[src/hw/rtl/vna_pkg.sv]
`default_nettype none
// ----------------------------------------------------------------------------
// vna_pkg
// Shared types and codes of the vertex normal accumulator.
// ----------------------------------------------------------------------------
package vna_pkg;

    localparam int IDX_W   = 12;
    localparam int FIELD_W = 16;
    localparam int SUM_W   = 40;
    localparam int UNIT_W  = 15;

    localparam logic [1:0] OP_WRITE = 2'd0;
    localparam logic [1:0] OP_TRI   = 2'd1;
    localparam logic [1:0] OP_READ  = 2'd2;

    localparam logic signed [SUM_W-1:0] SUM_MAX = {1'b0, {(SUM_W-1){1'b1}}};
    localparam logic signed [SUM_W-1:0] SUM_MIN = {1'b1, {(SUM_W-1){1'b0}}};

    typedef struct packed {
        logic        [1:0]         operation;
        logic        [IDX_W-1:0]   index_a;
        logic        [IDX_W-1:0]   index_b;
        logic        [IDX_W-1:0]   index_c;
        logic signed [FIELD_W-1:0] pos_x;
        logic signed [FIELD_W-1:0] pos_y;
        logic signed [FIELD_W-1:0] pos_z;
    } in_item_t;

    typedef struct packed {
        logic        [1:0]         kind;
        logic signed [FIELD_W-1:0] normal_x;
        logic signed [FIELD_W-1:0] normal_y;
        logic signed [FIELD_W-1:0] normal_z;
        logic                      zero_length;
        logic                      saturated;
    } out_item_t;

    typedef struct packed {
        logic        [FIELD_W-1:0] nx;
        logic        [FIELD_W-1:0] ny;
        logic        [FIELD_W-1:0] nz;
        logic                      zero;
    } norm_res_t;

endpackage
`default_nettype wire

[src/hw/rtl/vna_front.sv]
`default_nettype none
// ----------------------------------------------------------------------------
// vna_front
// Input side: folds vertex indices into the memory depth and queues
// transactions for the back end in a two-entry queue.
// ----------------------------------------------------------------------------
module vna_front
    import vna_pkg::*;
#(
    parameter int VERTEX_DEPTH = 4096
) (
    input  wire logic     clk,
    input  wire logic     rst_n,
    input  wire logic     push,
    input  wire in_item_t item,
    output logic          full,
    output logic          q_valid,
    output in_item_t      q_item,
    input  wire logic     q_pop
);

    localparam int              WRAP    = (VERTEX_DEPTH < (1 << IDX_W)) ? 1 : 0;
    localparam int              RECIP   = ((1 << 24) + VERTEX_DEPTH - 1) / VERTEX_DEPTH;
    localparam logic [IDX_W-1:0] DEPTH_I = IDX_W'(VERTEX_DEPTH);
    localparam int              QDEPTH  = 2;

    // index modulo depth by reciprocal multiply; exact when depth is at least 8
    function automatic logic [IDX_W-1:0] fold(input logic [IDX_W-1:0] idx);
        logic [32:0]      prod;
        logic [IDX_W-1:0] quo;
        prod = 33'(idx) * 33'(RECIP);
        quo  = IDX_W'(prod[32:24]);
        if (WRAP != 0)
        begin
            fold = idx - IDX_W'(quo * DEPTH_I);
        end
        else
        begin
            fold = idx;
        end
    endfunction

    in_item_t folded;
    in_item_t q_reg [QDEPTH];
    logic     wr_ptr_reg, wr_ptr_next;
    logic     rd_ptr_reg, rd_ptr_next;
    logic [1:0] count_reg, count_next;
    logic     do_push;

    // classify: reduce the three indices
    always_comb
    begin
        folded         = item;
        folded.index_a = fold(item.index_a);
        folded.index_b = fold(item.index_b);
        folded.index_c = fold(item.index_c);
    end

    assign full    = (count_reg == 2'(QDEPTH));
    assign q_valid = (count_reg != 2'd0);
    assign q_item  = q_reg[rd_ptr_reg];
    assign do_push = push && !full;

    // advance pointers and count
    always_comb
    begin
        wr_ptr_next = do_push ? ~wr_ptr_reg : wr_ptr_reg;
        rd_ptr_next = q_pop ? ~rd_ptr_reg : rd_ptr_reg;
        count_next  = count_reg + 2'(do_push) - 2'(q_pop);
    end

    always_ff @(posedge clk or negedge rst_n)
    begin
        if (!rst_n)
        begin
            wr_ptr_reg <= 1'b0;
            rd_ptr_reg <= 1'b0;
            count_reg  <= 2'd0;
        end
        else
        begin
            wr_ptr_reg <= wr_ptr_next;
            rd_ptr_reg <= rd_ptr_next;
            count_reg  <= count_next;
        end
    end

    // hold queued payload
    always_ff @(posedge clk)
    begin
        if (do_push)
        begin
            q_reg[wr_ptr_reg] <= folded;
        end
    end

endmodule
`default_nettype wire

[config.mk]
export PLATFORM = sky130hd
export DESIGN_NAME = vna_front
export DESIGN_NICKNAME = d
export VERILOG_FILES = /design/src/hw/rtl/vna_pkg.sv /design/src/hw/rtl/vna_front.sv
export SDC_FILE = /design/constraint.sdc
export NUM_CORES = 1
export LEC_CHECK = 0
export BUFFER_PORTS_ARGS = -buffer_cell sky130_fd_sc_hd__buf_2
export CORE_AREA = 2 2 118 120
export CTS_BUF_LIST = sky130_fd_sc_hd__clkbuf_8
export CTS_CLUSTER_DIAMETER = 120
export CTS_CLUSTER_SIZE = 20
export DETAILED_ROUTE_END_ITERATION = 10
export DIE_AREA = 0 0 120 122
export PLACE_DENSITY = 0.85
export SYNTH_ARGS = -nofsm -noshare
export SYNTH_HDL_FRONTEND = slang
export SYNTH_SLANG_ARGS = --single-unit
[constraint.sdc]
create_clock -name clk -period 6.6 [get_ports clk]
set_input_delay 0.66 -clock clk [delete_from_list [all_inputs] [get_ports clk]]
set_output_delay 0.66 -clock clk [all_outputs]
set_load 0.02 [all_outputs]
== After elaboration in Yosys (flattened, before gate mapping) ==
Memory sizes are Yosys's and may differ from the RTL's.
Cells that the tools add are included.

* Bits in latches: 0
* Logic and storage cells: 14
* Bits in writable memories: 172
* ROM bits: 0
* Memories: 1
* Input bits: 90
* Register bits after elaboration: 4

* Bitwise operators: 2
* Eq/ne operators: 1
* Shift operators: 0
* Multiplexer cells: 2
* Add/subtract/negate cells: 2
* $lt $le $gt $ge: 0
* $mul: 0
* Reductions and logical operators: 3
* Divide/modulo/power cells: 0

{| class="wikitable"
|+ Memory list
! memory !! depth !! bits a word !! read ports !! clocked after Yosys merged registers in !! write ports !! RTL line !! text
|-
| q_reg || 2 || 86 || 1 || 0 || 1 || vna_front.sv:44 || <nowiki>in_item_t q_reg [QDEPTH];</nowiki>
|}

{| class="wikitable"
|+ Operators by type and width
! operator !! count
|-
| 2-bit by 1-bit adder with 2-bit output || 1
|-
| 2-bit equality test, second input constant || 1
|-
| 1-bit two-way mux || 2
|-
| 1-bit inverter || 2
|-
| 2-bit nonzero test || 1
|-
| 2-bit by 1-bit subtractor with 2-bit output || 1
|-
| 1-bit logical AND || 1
|-
| 1-bit logical NOT || 1
|}

== Longest topological paths before layout ==
Gate-level depths: netlist of run 1.

* Depth in word-level cells: 5
* Depth in mapped cells: 7
* Depth with buffers taken out: 7

== Least setup slack after synthesis of run 1 ==
Ideal clock, no wire load.

* Kind: input to register
* Start point: in push
* End point: mem q_reg[0][0] in the netlist's numbering, enable pin
* Arrival time: 4.338 ns
* Buffers on the path: 0
* Cell stages on the path: 2
* Required time: 6.069 ns
* Path slack: 1.731 ns
* Path through: nand2_1 -> nor2_1

* Longest elaborated chain between the ends: 3

{| class="wikitable"
|+ Ends and longest elaborated chain
! element !! RTL line !! text
|-
| start: declaration || vna_front.sv:14 || <nowiki>input wire logic push,</nowiki>
|-
| 1-bit logical AND || vna_front.sv:62 || <nowiki>assign do_push = push && !full;</nowiki>
|-
| 1-bit two-way mux || vna_front.sv:91 || <nowiki>if (do_push)</nowiki>
|-
| 1-bit two-way mux (implied by the code) || vna_front.sv:93 || <nowiki>q_reg[wr_ptr_reg] <= folded;</nowiki>
|-
| end: declaration || vna_front.sv:44 ||
|}

Every way passes these cells.

==> reports/metrics.csv, run 1 <==
metric,value,unit
Worst Clk Skew,0.0148,ns
diode count,0,
data arrival at the endpoint of the critical path,2.58,ns
CTS tree,yes,
Crit Path Class,reg -> out,
share of the synthesized area in the top cell type,0.792,
R2R Path Start,count_reg[1],
GP Congestion,0.672,
Resize count post-CTS,0,
number of max-capacitance violations reported,0,
synthesized flop and latch total,176,
Total Nets Final,567,
core region area,13500,µm²
cell taking the most area after synthesis,sky130_fd_sc_hd__edfxtp_1,
number of vias in the routed layout,3270,
CP endpoint kind,output port,
all-layer global routing usage,0.151,
Mean Syn Cell Area,22.9,µm²
initial DRC count,219,
Cell variety after synth,15,
final hold slack,0.397,ns
worst path required time,5.94,ns
number of cell instances on the worst register-to-register path,4,
post-route setup slack,3.36,ns
most common flop cell mapped by yosys,sky130_fd_sc_hd__edfxtp_1,
Least-Margin Pin Slew,1.25,ns
total detailed-routing wirelength,11000,µm
run status,completed,
area of the mapped netlist,6520,µm²
starting density of the core,0.483,
Mapped Nets,377,
Final HPWL DP,7200,µm
Synthesis Warnings,0,
Worst setup SP type,register,
path type of the worst min-delay path,in -> reg,
number of flip-flops in the largest register,172,
TritonRoute pass-1 iters,4,
Slew HR,0.162,
Period minus WS final,3.24,ns
CTS Sinks,176,
maximum clock frequency,308,MHz
first element of the critical path,rd_ptr_reg,
pins over their slew limit,0,
"setup slack, reg-to-reg",3.88,ns
clock latency of the later-clocked register in the worst-skew pair,0.45,ns
Root Buffer Master,sky130_fd_sc_hd__clkbuf_8,
die area,14600,µm²
width of the chip,120,µm
number of buffer cells added on primary ports,177,
count of flip-flops with a built-in enable after synthesis,172,
I/O pin cnt,178,
standby leakage power,3.07,nW
largest net degree at the start of global routing,48,
Util after Layout,0.593,
remaining routing DRC violations,0,
first-pass GRT wire length,16500,µm
Max IR drop VDD,0.253,mV
critical path cell sequence,buf_4 -> mux2_2 -> buf_2,
number of H-tree branching levels,4,
final setup violation count,0,
RSZ-0062 raised after global routing,false,
number of placement rows,43,
power per cell area,448,nW/µm²
antenna violations before repair,1,
sum of overflow across all layers after global routing,0,
"Setup Fix Bufs, Post-CTS",0,
Worst setup endpoint,q_item[25],
most used standard cell by instance count after synthesis,sky130_fd_sc_hd__edfxtp_1,
vias in the first global route,3350,
cell types with the largest area share after synthesis,"sky130_fd_sc_hd__edfxtp_1 79%, sky130_fd_sc_hd__mux2_2 9.7%, sky130_fd_sc_hd__mux2_4 6.9%",
final worst path period share,0.492,
Total Neg Setup Slack,0,ns
share of synthesized area occupied by flip-flops and latches,0.807,
slowest CP cell,sky130_fd_sc_hd__dfrtp_4,
hold violation count in the final report,0,
Placed Area,7590,µm²
largest stage delay on the critical path,0.84,ns
number of instances in the synthesized netlist,285,
routed length per placed instance,16.5,µm
clock slew seen by the registers of the worst setup and hold paths,0.09,ns
vertical die dimension,122,µm
post-synthesis to final-layout area growth,22.7,%
share of final-layout standard cells stronger than drive strength 1,0.616,
Setup WS pre-CTS,3.63,ns
Synth top cells by count,"172 x sky130_fd_sc_hd__edfxtp_1, 56 x sky130_fd_sc_hd__mux2_2, 30 x sky130_fd_sc_hd__mux2_4, 5 x sky130_fd_sc_hd__buf_2, 5 x sky130_fd_sc_hd__buf_6",
Crit Path Max Fanout,44,
number of buffers added by the clock tree synthesis step,17,
worst reg2reg endpoint,q_reg[0][56],
Vias/cell,4.90,
"Async S/R FF share, synth",0.0227,
post-route antenna net violation count,0,
Final Cell Area,8000,µm²
maximum clock insertion buffer count,2,
-- what timing repair did --
item / CTS / global route
hold endpoints to repair: 4 / 0
hold buffers: 1 / 0
setup endpoints to repair: 0 / 0
-- worst min path at each step --
stage                     startpoint      endpoint  slack, ns  cells past startpoint
after detailed placement       rst_n    wr_ptr_reg       0.47                      1
after global routing        item[81]  q_reg[1][81]       0.36                      1
after CTS                   item[45]  q_reg[0][45]       0.36                      1
after global placement         rst_n    wr_ptr_reg       0.47                      1
final                       item[35]  q_reg[1][35]       0.40                      1
after floorplan                rst_n  count_reg[0]       0.36                      0
-- critical path: cells and delay by family, from the launching register on --
family | cells | cell delay (ns)
flops | 1 | 0.84
buf+inv | 2 | 0.82
mux | 1 | 0.42
-- layer usage --
layer | vias up | wire, µm | global-route usage
met5 | - | 16 | 0
met4 | 2 | 189 | 0.0676
met3 | 19 | 750 | 0.0552
met2 | 136 | 5500 | 0.251
met1 | 1607 | 4530 | 0.178
li1 | 1506 | - | -
-- cell type report --
class / instances / area [µm²]
flip-flops and latches: 176 / 5270
fillers: 957 / 5500
inverters: 2 / 7.51
clock buffers: 17 / 234
well taps: 180 / 225
repair buffers: 181 / 918
clock inverters: 14 / 169
multi-input cells: 97 / 1180
-- metrics by stage --
stage	cells	power, mW
floorplan	285	2.56
global placement	635	2.86
detailed placement	635	2.89
CTS	667	3.63
global route	667	3.75
finish	667	3.59
-- where the power goes --
group | total [mW] | internal (mW) | switching (mW)
Combinational | 1.20 | 0.509 | 0.693
Sequential | 1.64 | 1.53 | 0.115
Clock | 0.740 | 0.371 | 0.369
-- layout by cell type (no fill, tap or decap) --
master | synthesis | final
sky130_fd_sc_hd__and3_4 | 0 | 1
sky130_fd_sc_hd__buf_4 | 0 | 3
sky130_fd_sc_hd__xor2_1 | 1 | 1
sky130_fd_sc_hd__nand2_1 | 1 | 1
sky130_fd_sc_hd__clkbuf_8 | 0 | 17
sky130_fd_sc_hd__dfrtp_1 | 4 | 3
sky130_fd_sc_hd__buf_2 | 5 | 177
sky130_fd_sc_hd__bufinv_16 | 0 | 3
sky130_fd_sc_hd__ha_1 | 2 | 2
sky130_fd_sc_hd__nand2b_1 | 1 | 1
sky130_fd_sc_hd__dfrtp_4 | 0 | 1
sky130_fd_sc_hd__clkinvlp_4 | 0 | 4
sky130_fd_sc_hd__clkinv_4 | 0 | 4
sky130_fd_sc_hd__clkinv_2 | 0 | 2
sky130_fd_sc_hd__dlygate4sd3_1 | 0 | 1
sky130_fd_sc_hd__mux2_2 | 56 | 56
sky130_fd_sc_hd__inv_1 | 2 | 2
sky130_fd_sc_hd__xnor2_1 | 3 | 3
sky130_fd_sc_hd__clkinv_1 | 0 | 1
sky130_fd_sc_hd__nor2_4 | 0 | 1
sky130_fd_sc_hd__edfxtp_1 | 172 | 172
sky130_fd_sc_hd__mux2_4 | 30 | 30
sky130_fd_sc_hd__or2_2 | 1 | 1
-- kinds of logic (layout without fill, tap and decap cells) --
group / Yosys count / after routing / synth area share
xor+xnor: 4 / 4 / 0.00537
fa+ha+maj: 2 / 2 / 0.00384
buf+inv: 12 / 214 / 0.0136
flops: 176 / 176 / 0.807
mux: 86 / 86 / 0.166
simple gates: 5 / 5 / 0.00403
No activity file was read; power rests on OpenSTA's default activity.
==> run 2: changes to the inputs <==
- CORE_AREA: 2 2 118 120 -> 2 2 119 121
- DIE_AREA: 0 0 120 122 -> 0 0 121 123
- PLACE_DENSITY: 0.85 -> 0.87
- clock period: 6.6 -> 2.9 ns (I/O delays scaled with it)
==> reports/metrics.csv, run 2 (synthesized netlist as in run 1, its figures left out) <==
metric,value,unit,change
"Power, Total",8.04,mW,+120%
Crit Path Class,reg -> out,,
share of final-layout standard cells stronger than drive strength 1,0.552,,-0.0640
Crit Path Max Fanout,48,,+9.1%
Final HPWL DP,7780,µm,+8.2%
maximum clock frequency,427,MHz,
Total Nets Final,617,,+8.8%
pins over their slew limit,0,,unchanged
data arrival at the endpoint of the critical path,2.05,ns,-0.53 ns
CTS tree,yes,,
Final Cell Area,8440,µm²,+5.5%
worst path required time,2.61,ns,-3.33 ns
GP Congestion,0.715,,+6.5%
number of max-capacitance violations reported,0,,unchanged
"most common cell after layout, fill and taps aside",sky130_fd_sc_hd__buf_2,,
number of placement rows,43,,unchanged
Setup WS pre-CTS,1.02,ns,-2.61 ns
vias in the first global route,3355,,+0.15%
post-synthesis to final-layout area growth,29.5,%,
diode count,0,,unchanged
Layout fillers,948,,-0.94%
met1 Use GR,0.175,,-0.00211
number of buffer cells added on primary ports,177,,unchanged
Slew HR,0.505,,+0.342
Placed Area,7620,µm²,+0.36%
starting density of the core,0.479,,-0.00382
post-route setup slack,0.559,ns,-2.80 ns
Resize count post-CTS,0,,unchanged
met3 global-route usage,0.0729,,+0.0176
initial DRC count,257,,+17%
maximum clock insertion buffer count,2,,unchanged
most used cells in the layout excluding fill and tap cells,"177 x sky130_fd_sc_hd__buf_2, 172 x sky130_fd_sc_hd__edfxtp_1, 56 x sky130_fd_sc_hd__mux2_2",,
path type of the worst min-delay path,in -> reg,,
Max IR drop VDD,0.599,mV,+140%
die area,14900,µm²,+1.7%
RSZ-0062 raised after global routing,false,,
clock slew seen by the registers of the worst setup and hold paths,0.08,ns,about the same
GRT met2 Usage,0.252,,+0.000690
Post-CTS Hold Buffers,11,,+10
final setup violation count,0,,unchanged
all-layer global routing usage,0.154,,+0.00295
number of buffers added by the clock tree synthesis step,17,,unchanged
number of H-tree branching levels,4,,unchanged
CP endpoint kind,output port,,
multi-input combinational cell area,1180,µm²,unchanged
CTS Sinks,176,,unchanged
Worst Clk Skew,0.0113,ns,-0.00354 ns
Vias/cell,4.77,,-2.8%
width of the chip,121,µm,+0.83%
first-pass GRT wire length,16700,µm,+1.4%
number of vias in the routed layout,3423,,+4.7%
post-placement cell count,637,,+0.31%
Util after Layout,0.620,,+0.0278
Total Neg Setup Slack,0,ns,unchanged
remaining routing DRC violations,0,,unchanged
busiest metal layer after global routing,met2,,
power per cell area,952,nW/µm²,+110%
Least-Margin Pin Slew,0.743,ns,-0.511 ns
Worst setup SP type,register,,
routed length per placed instance,16.9,µm,+2.8%
total detailed-routing wirelength,12200,µm,+11%
sum of overflow across all layers after global routing,0,,unchanged
largest net degree at the start of global routing,49,,+2.1%
Root Buffer Master,sky130_fd_sc_hd__clkbuf_8,,
run status,completed,,
number of flip-flops in the largest register,172,,unchanged
clock latency of the later-clocked register in the worst-skew pair,0.44,ns,about the same
vertical die dimension,123,µm,+0.82%
core region area,13600,µm²,+0.80%
TritonRoute pass-1 iters,4,,unchanged
antenna violations before repair,0,,-1
hold violation count in the final report,0,,unchanged
register area,5270,µm²,unchanged
final hold slack,0.0305,ns,-0.367 ns
"Setup Fix Bufs, Post-CTS",0,,unchanged
I/O pin cnt,178,,unchanged
standby leakage power,3.29,nW,+7.2%
post-route antenna net violation count,0,,unchanged
Period minus WS final,2.34,ns,
final worst path period share,0.807,,
non-filler cells in the finished layout,718,,+7.6%
-- run 2: cell types whose count changed in the layout (fill, tap and decap cells not counted), moves of 2 or more --
cell,delta
sky130_fd_sc_hd__bufinv_16,-2
sky130_fd_sc_hd__clkinv_2,+3
sky130_fd_sc_hd__clkinv_4,-4
sky130_fd_sc_hd__clkinvlp_4,-3
sky130_fd_sc_hd__dlygate4sd3_1,+48
sky130_fd_sc_hd__inv_1,+6
-- run 2: worst max-delay path, stage by stage (launching register included) --
cell	delay, ns
sky130_fd_sc_hd__dfrtp_4	0.41
sky130_fd_sc_hd__buf_4	0.57
sky130_fd_sc_hd__mux2_2	0.41
sky130_fd_sc_hd__buf_2	0.16
-- run 2: layer usage --
layer	share of wire	routed length, µm	vias to the layer above
met5	0	0	-
met4	0.012	147	0
met3	0.075	906	15
met2	0.52	6310	133
met1	0.39	4790	1670
li1	-	-	1605
-- run 2: final cells by class --
class                           count  share of cell area
Sequential cell                   176               0.624
Inverter                            2            0.000889
Clock inverter                     14              0.0105
Clock buffer                       18              0.0293
Timing Repair Buffer              231               0.169
Multi-Input combinational cell     97               0.140
Tap cell                          180              0.0267
-- run 2: power by group --
part | total [mW] | switching [mW] | internal (mW)
clock network | 1.45 | 0.783 | 0.671
registers | 3.63 | 0.152 | 3.48
logic | 2.95 | 1.73 | 1.23
total | 8.04 | 2.66 | 5.38
-- run 2: final timing paths --
kind | start | depth (start not counted) | slack [ns] | end
worst min register to register | count_reg[0] | 1 | 0.53 | count_reg[0]
worst max register to register | count_reg[1] | 3 | 1.05 | q_reg[1][74]
min in group asynchronous | rst_n | 2 | 0.19 | count_reg[1]
worst max-delay path | rd_ptr_reg | 3 | 0.56 | q_item[4]
max in group asynchronous | rst_n | 2 | 2.57 | rd_ptr_reg
worst min-delay path | q_pop | 2 | 0.03 | rd_ptr_reg
==> run 3: changes to the inputs <==
- clock period: 2.9 -> 1.9 ns (I/O delays scaled with it)
==> reports/metrics.csv, run 3 (synthesized netlist as in run 1, its figures left out) <==
metric,value,unit,change
run status,"complete, but fails checks",,
violated checks,setup timing,,
final setup violation count,3,,+3
Placed Area,7700,µm²,+1.1%
clock slew seen by the registers of the worst setup and hold paths,0.08,ns,about the same
number of buffer and inverter stages on the critical path,3,,+1
Vias/cell,4.82,,+1.0%
Slew HR,0.826,,+0.321
data arrival at the endpoint of the critical path,1.72,ns,-0.33 ns
remaining routing DRC violations,0,,unchanged
vertical die dimension,123,µm,unchanged
diode count,0,,unchanged
antenna violations before repair,0,,unchanged
number of buffers added by the clock tree synthesis step,17,,unchanged
initial DRC count,194,,-25%
most used cells in the layout excluding fill and tap cells,"172 x sky130_fd_sc_hd__edfxtp_1, 114 x sky130_fd_sc_hd__buf_2, 88 x sky130_fd_sc_hd__dlygate4sd3_1",,
total detailed-routing wirelength,14400,µm,+18%
final worst path period share,1.00,,
share of final-layout standard cells stronger than drive strength 1,0.532,,-0.0198
die area,14900,µm²,unchanged
sw frac,0.318,,-0.0126
post-route setup slack,-0.00569,ns,-0.565 ns
fraction of power consumed by the clock network,0.174,,-0.007
vias in the first global route,3819,,+14%
RSZ-0062 raised after global routing,true,,
post-synthesis to final-layout area growth,47.2,%,
width of the chip,121,µm,unchanged
Period minus WS final,1.91,ns,
largest net degree at the start of global routing,45,,-8.2%
power per cell area,1500,nW/µm²,+57%
Final HPWL DP,7620,µm,-2.1%
slowest CP cell,sky130_fd_sc_hd__dfrtp_4,,
Root Buffer Master,sky130_fd_sc_hd__clkbuf_8,,
I/O pin cnt,178,,unchanged
number of flip-flops in the largest register,172,,unchanged
path type of the worst min-delay path,in -> async,,
Least-Margin Pin Slew,0.261,ns,-0.482 ns
Worst setup SP type,register,,
starting density of the core,0.479,,unchanged
core region area,13600,µm²,unchanged
number of placement rows,43,,unchanged
maximum clock frequency,525,MHz,
number of vias in the routed layout,3708,,+8.3%
largest stage delay on the critical path,0.51,ns,-0.06 ns
"most common cell after layout, fill and taps aside",sky130_fd_sc_hd__edfxtp_1,,
portion of total power attributed to combinational logic,0.439,,+0.072
TritonRoute pass-1 iters,4,,unchanged
clock latency of the later-clocked register in the worst-skew pair,0.44,ns,about the same
post-route antenna net violation count,0,,unchanged
all-layer global routing usage,0.174,,+0.0192
hold violation count in the final report,0,,unchanged
sequential fraction of design power,0.386,,-0.066
pins over their slew limit,0,,unchanged
first-pass GRT wire length,18900,µm,+13%
worst path required time,1.71,ns,-0.90 ns
standby leakage power,3.75,nW,+14%
Final Cell Area,9600,µm²,+14%
Worst Clk Skew,0.0103,ns,-0.000933 ns
maximum clock insertion buffer count,2,,unchanged
cell type group with the largest total delay on the critical path,flip-flops,,
internal power summed over all cells,9.79,mW,+82%
CTS tree,yes,,
CP endpoint kind,output port,,
Crit Path Max Fanout,9,,-81%
number of H-tree branching levels,4,,unchanged
number of buffer cells added on primary ports,177,,unchanged
critical path cell sequence,buf_12 -> buf_16 -> mux2_4 -> buf_6,,
GP Congestion,0.690,,-3.6%
Crit Path Class,reg -> out,,
sum of overflow across all layers after global routing,0,,unchanged
Setup WS pre-CTS,0.338,ns,-0.684 ns
Total Nets Final,669,,+8.4%
Max IR drop VDD,0.816,mV,+36%
routed length per placed instance,18.7,µm,+10%
CTS Sinks,176,,unchanged
number of max-capacitance violations reported,0,,unchanged
NetSw,4.57,mW,+72%
run 3: cell types whose count changed in the layout (fill, tap and decap cells not counted), sizes merged:
cell | previous run | this run
buf | 182 | 191
clkbuf | 18 | 21
inv | 8 | 5
dlygate4sd3 | 49 | 88
clkinv | 6 | 7
clkinvlp | 1 | 2
bufinv | 1 | 3
run 3: final timing paths:
check,from,end,slack [ns],cells past startpoint
min,rst_n,count_reg[0],0.1,2
max in group asynchronous,rst_n,rd_ptr_reg,1.66,2
max,rd_ptr_reg,q_item[81],-0.006,4
max reg2reg,count_reg[1],count_reg[1],0.34,7
min reg2reg,count_reg[0],count_reg[0],0.52,1
min in group clk,push,wr_ptr_reg,0.11,3
run 3: timing repair:
item                                    CTS  global route
hold buffers                             88             0
hold endpoints to repair                177             0
setup buffers                             0             4
pin swaps                                 0             0
endpoints found under the setup margin   50            83
resized for setup                         0           145
cloned                                    0             7
run 3: per-stage QoR:
stage | cells | hold WS [ns] | total power, mW | utilization | TNS, ns
4_1_cts | 759 | 0.0424 | 12.9 | 0.659 | -1.36
3_5_place_dp | 639 | 0.00836 | 10.3 | 0.565 | 0
5_1_grt | 770 | 0.0678 | 14.9 | 0.705 | -4.13
2_1_floorplan | 285 | -0.106 | 8.83 | - | -46.94
3_3_place_gp | 639 | 0.00695 | 10.1 | 0.565 | 0
6_report | 770 | 0.0977 | 14.4 | 0.705 | -0.00761
run 3: power groups by stage:
stage / Clock, mW / Sequential, mW / Combinational (mW)
global route: 2.71 / 5.61 / 6.61
CTS: 2.56 / 5.54 / 4.82
floorplan: 0 / 5.55 / 3.28
detailed placement: 0 / 5.63 / 4.66
finish: 2.50 / 5.54 / 6.31
global placement: 0 / 5.55 / 4.56
run 3: layer usage:
layer / track usage / share of wire
met1: 0.199 / 0.40
met2: 0.302 / 0.53
met3: 0.0554 / 0.054
met4: 0.0705 / 0.016
met5: 0 / 0
run 3: area by class of cell:
class | instances | area (µm²)
clock buffer | 17 | 234
fill | 828 | 4020
tap | 180 | 225
clock inverter | 15 | 154
multi-input combinational | 97 | 1190
timing repair buffer | 283 | 2510
inverter | 2 | 7.51
sequential | 176 | 5270
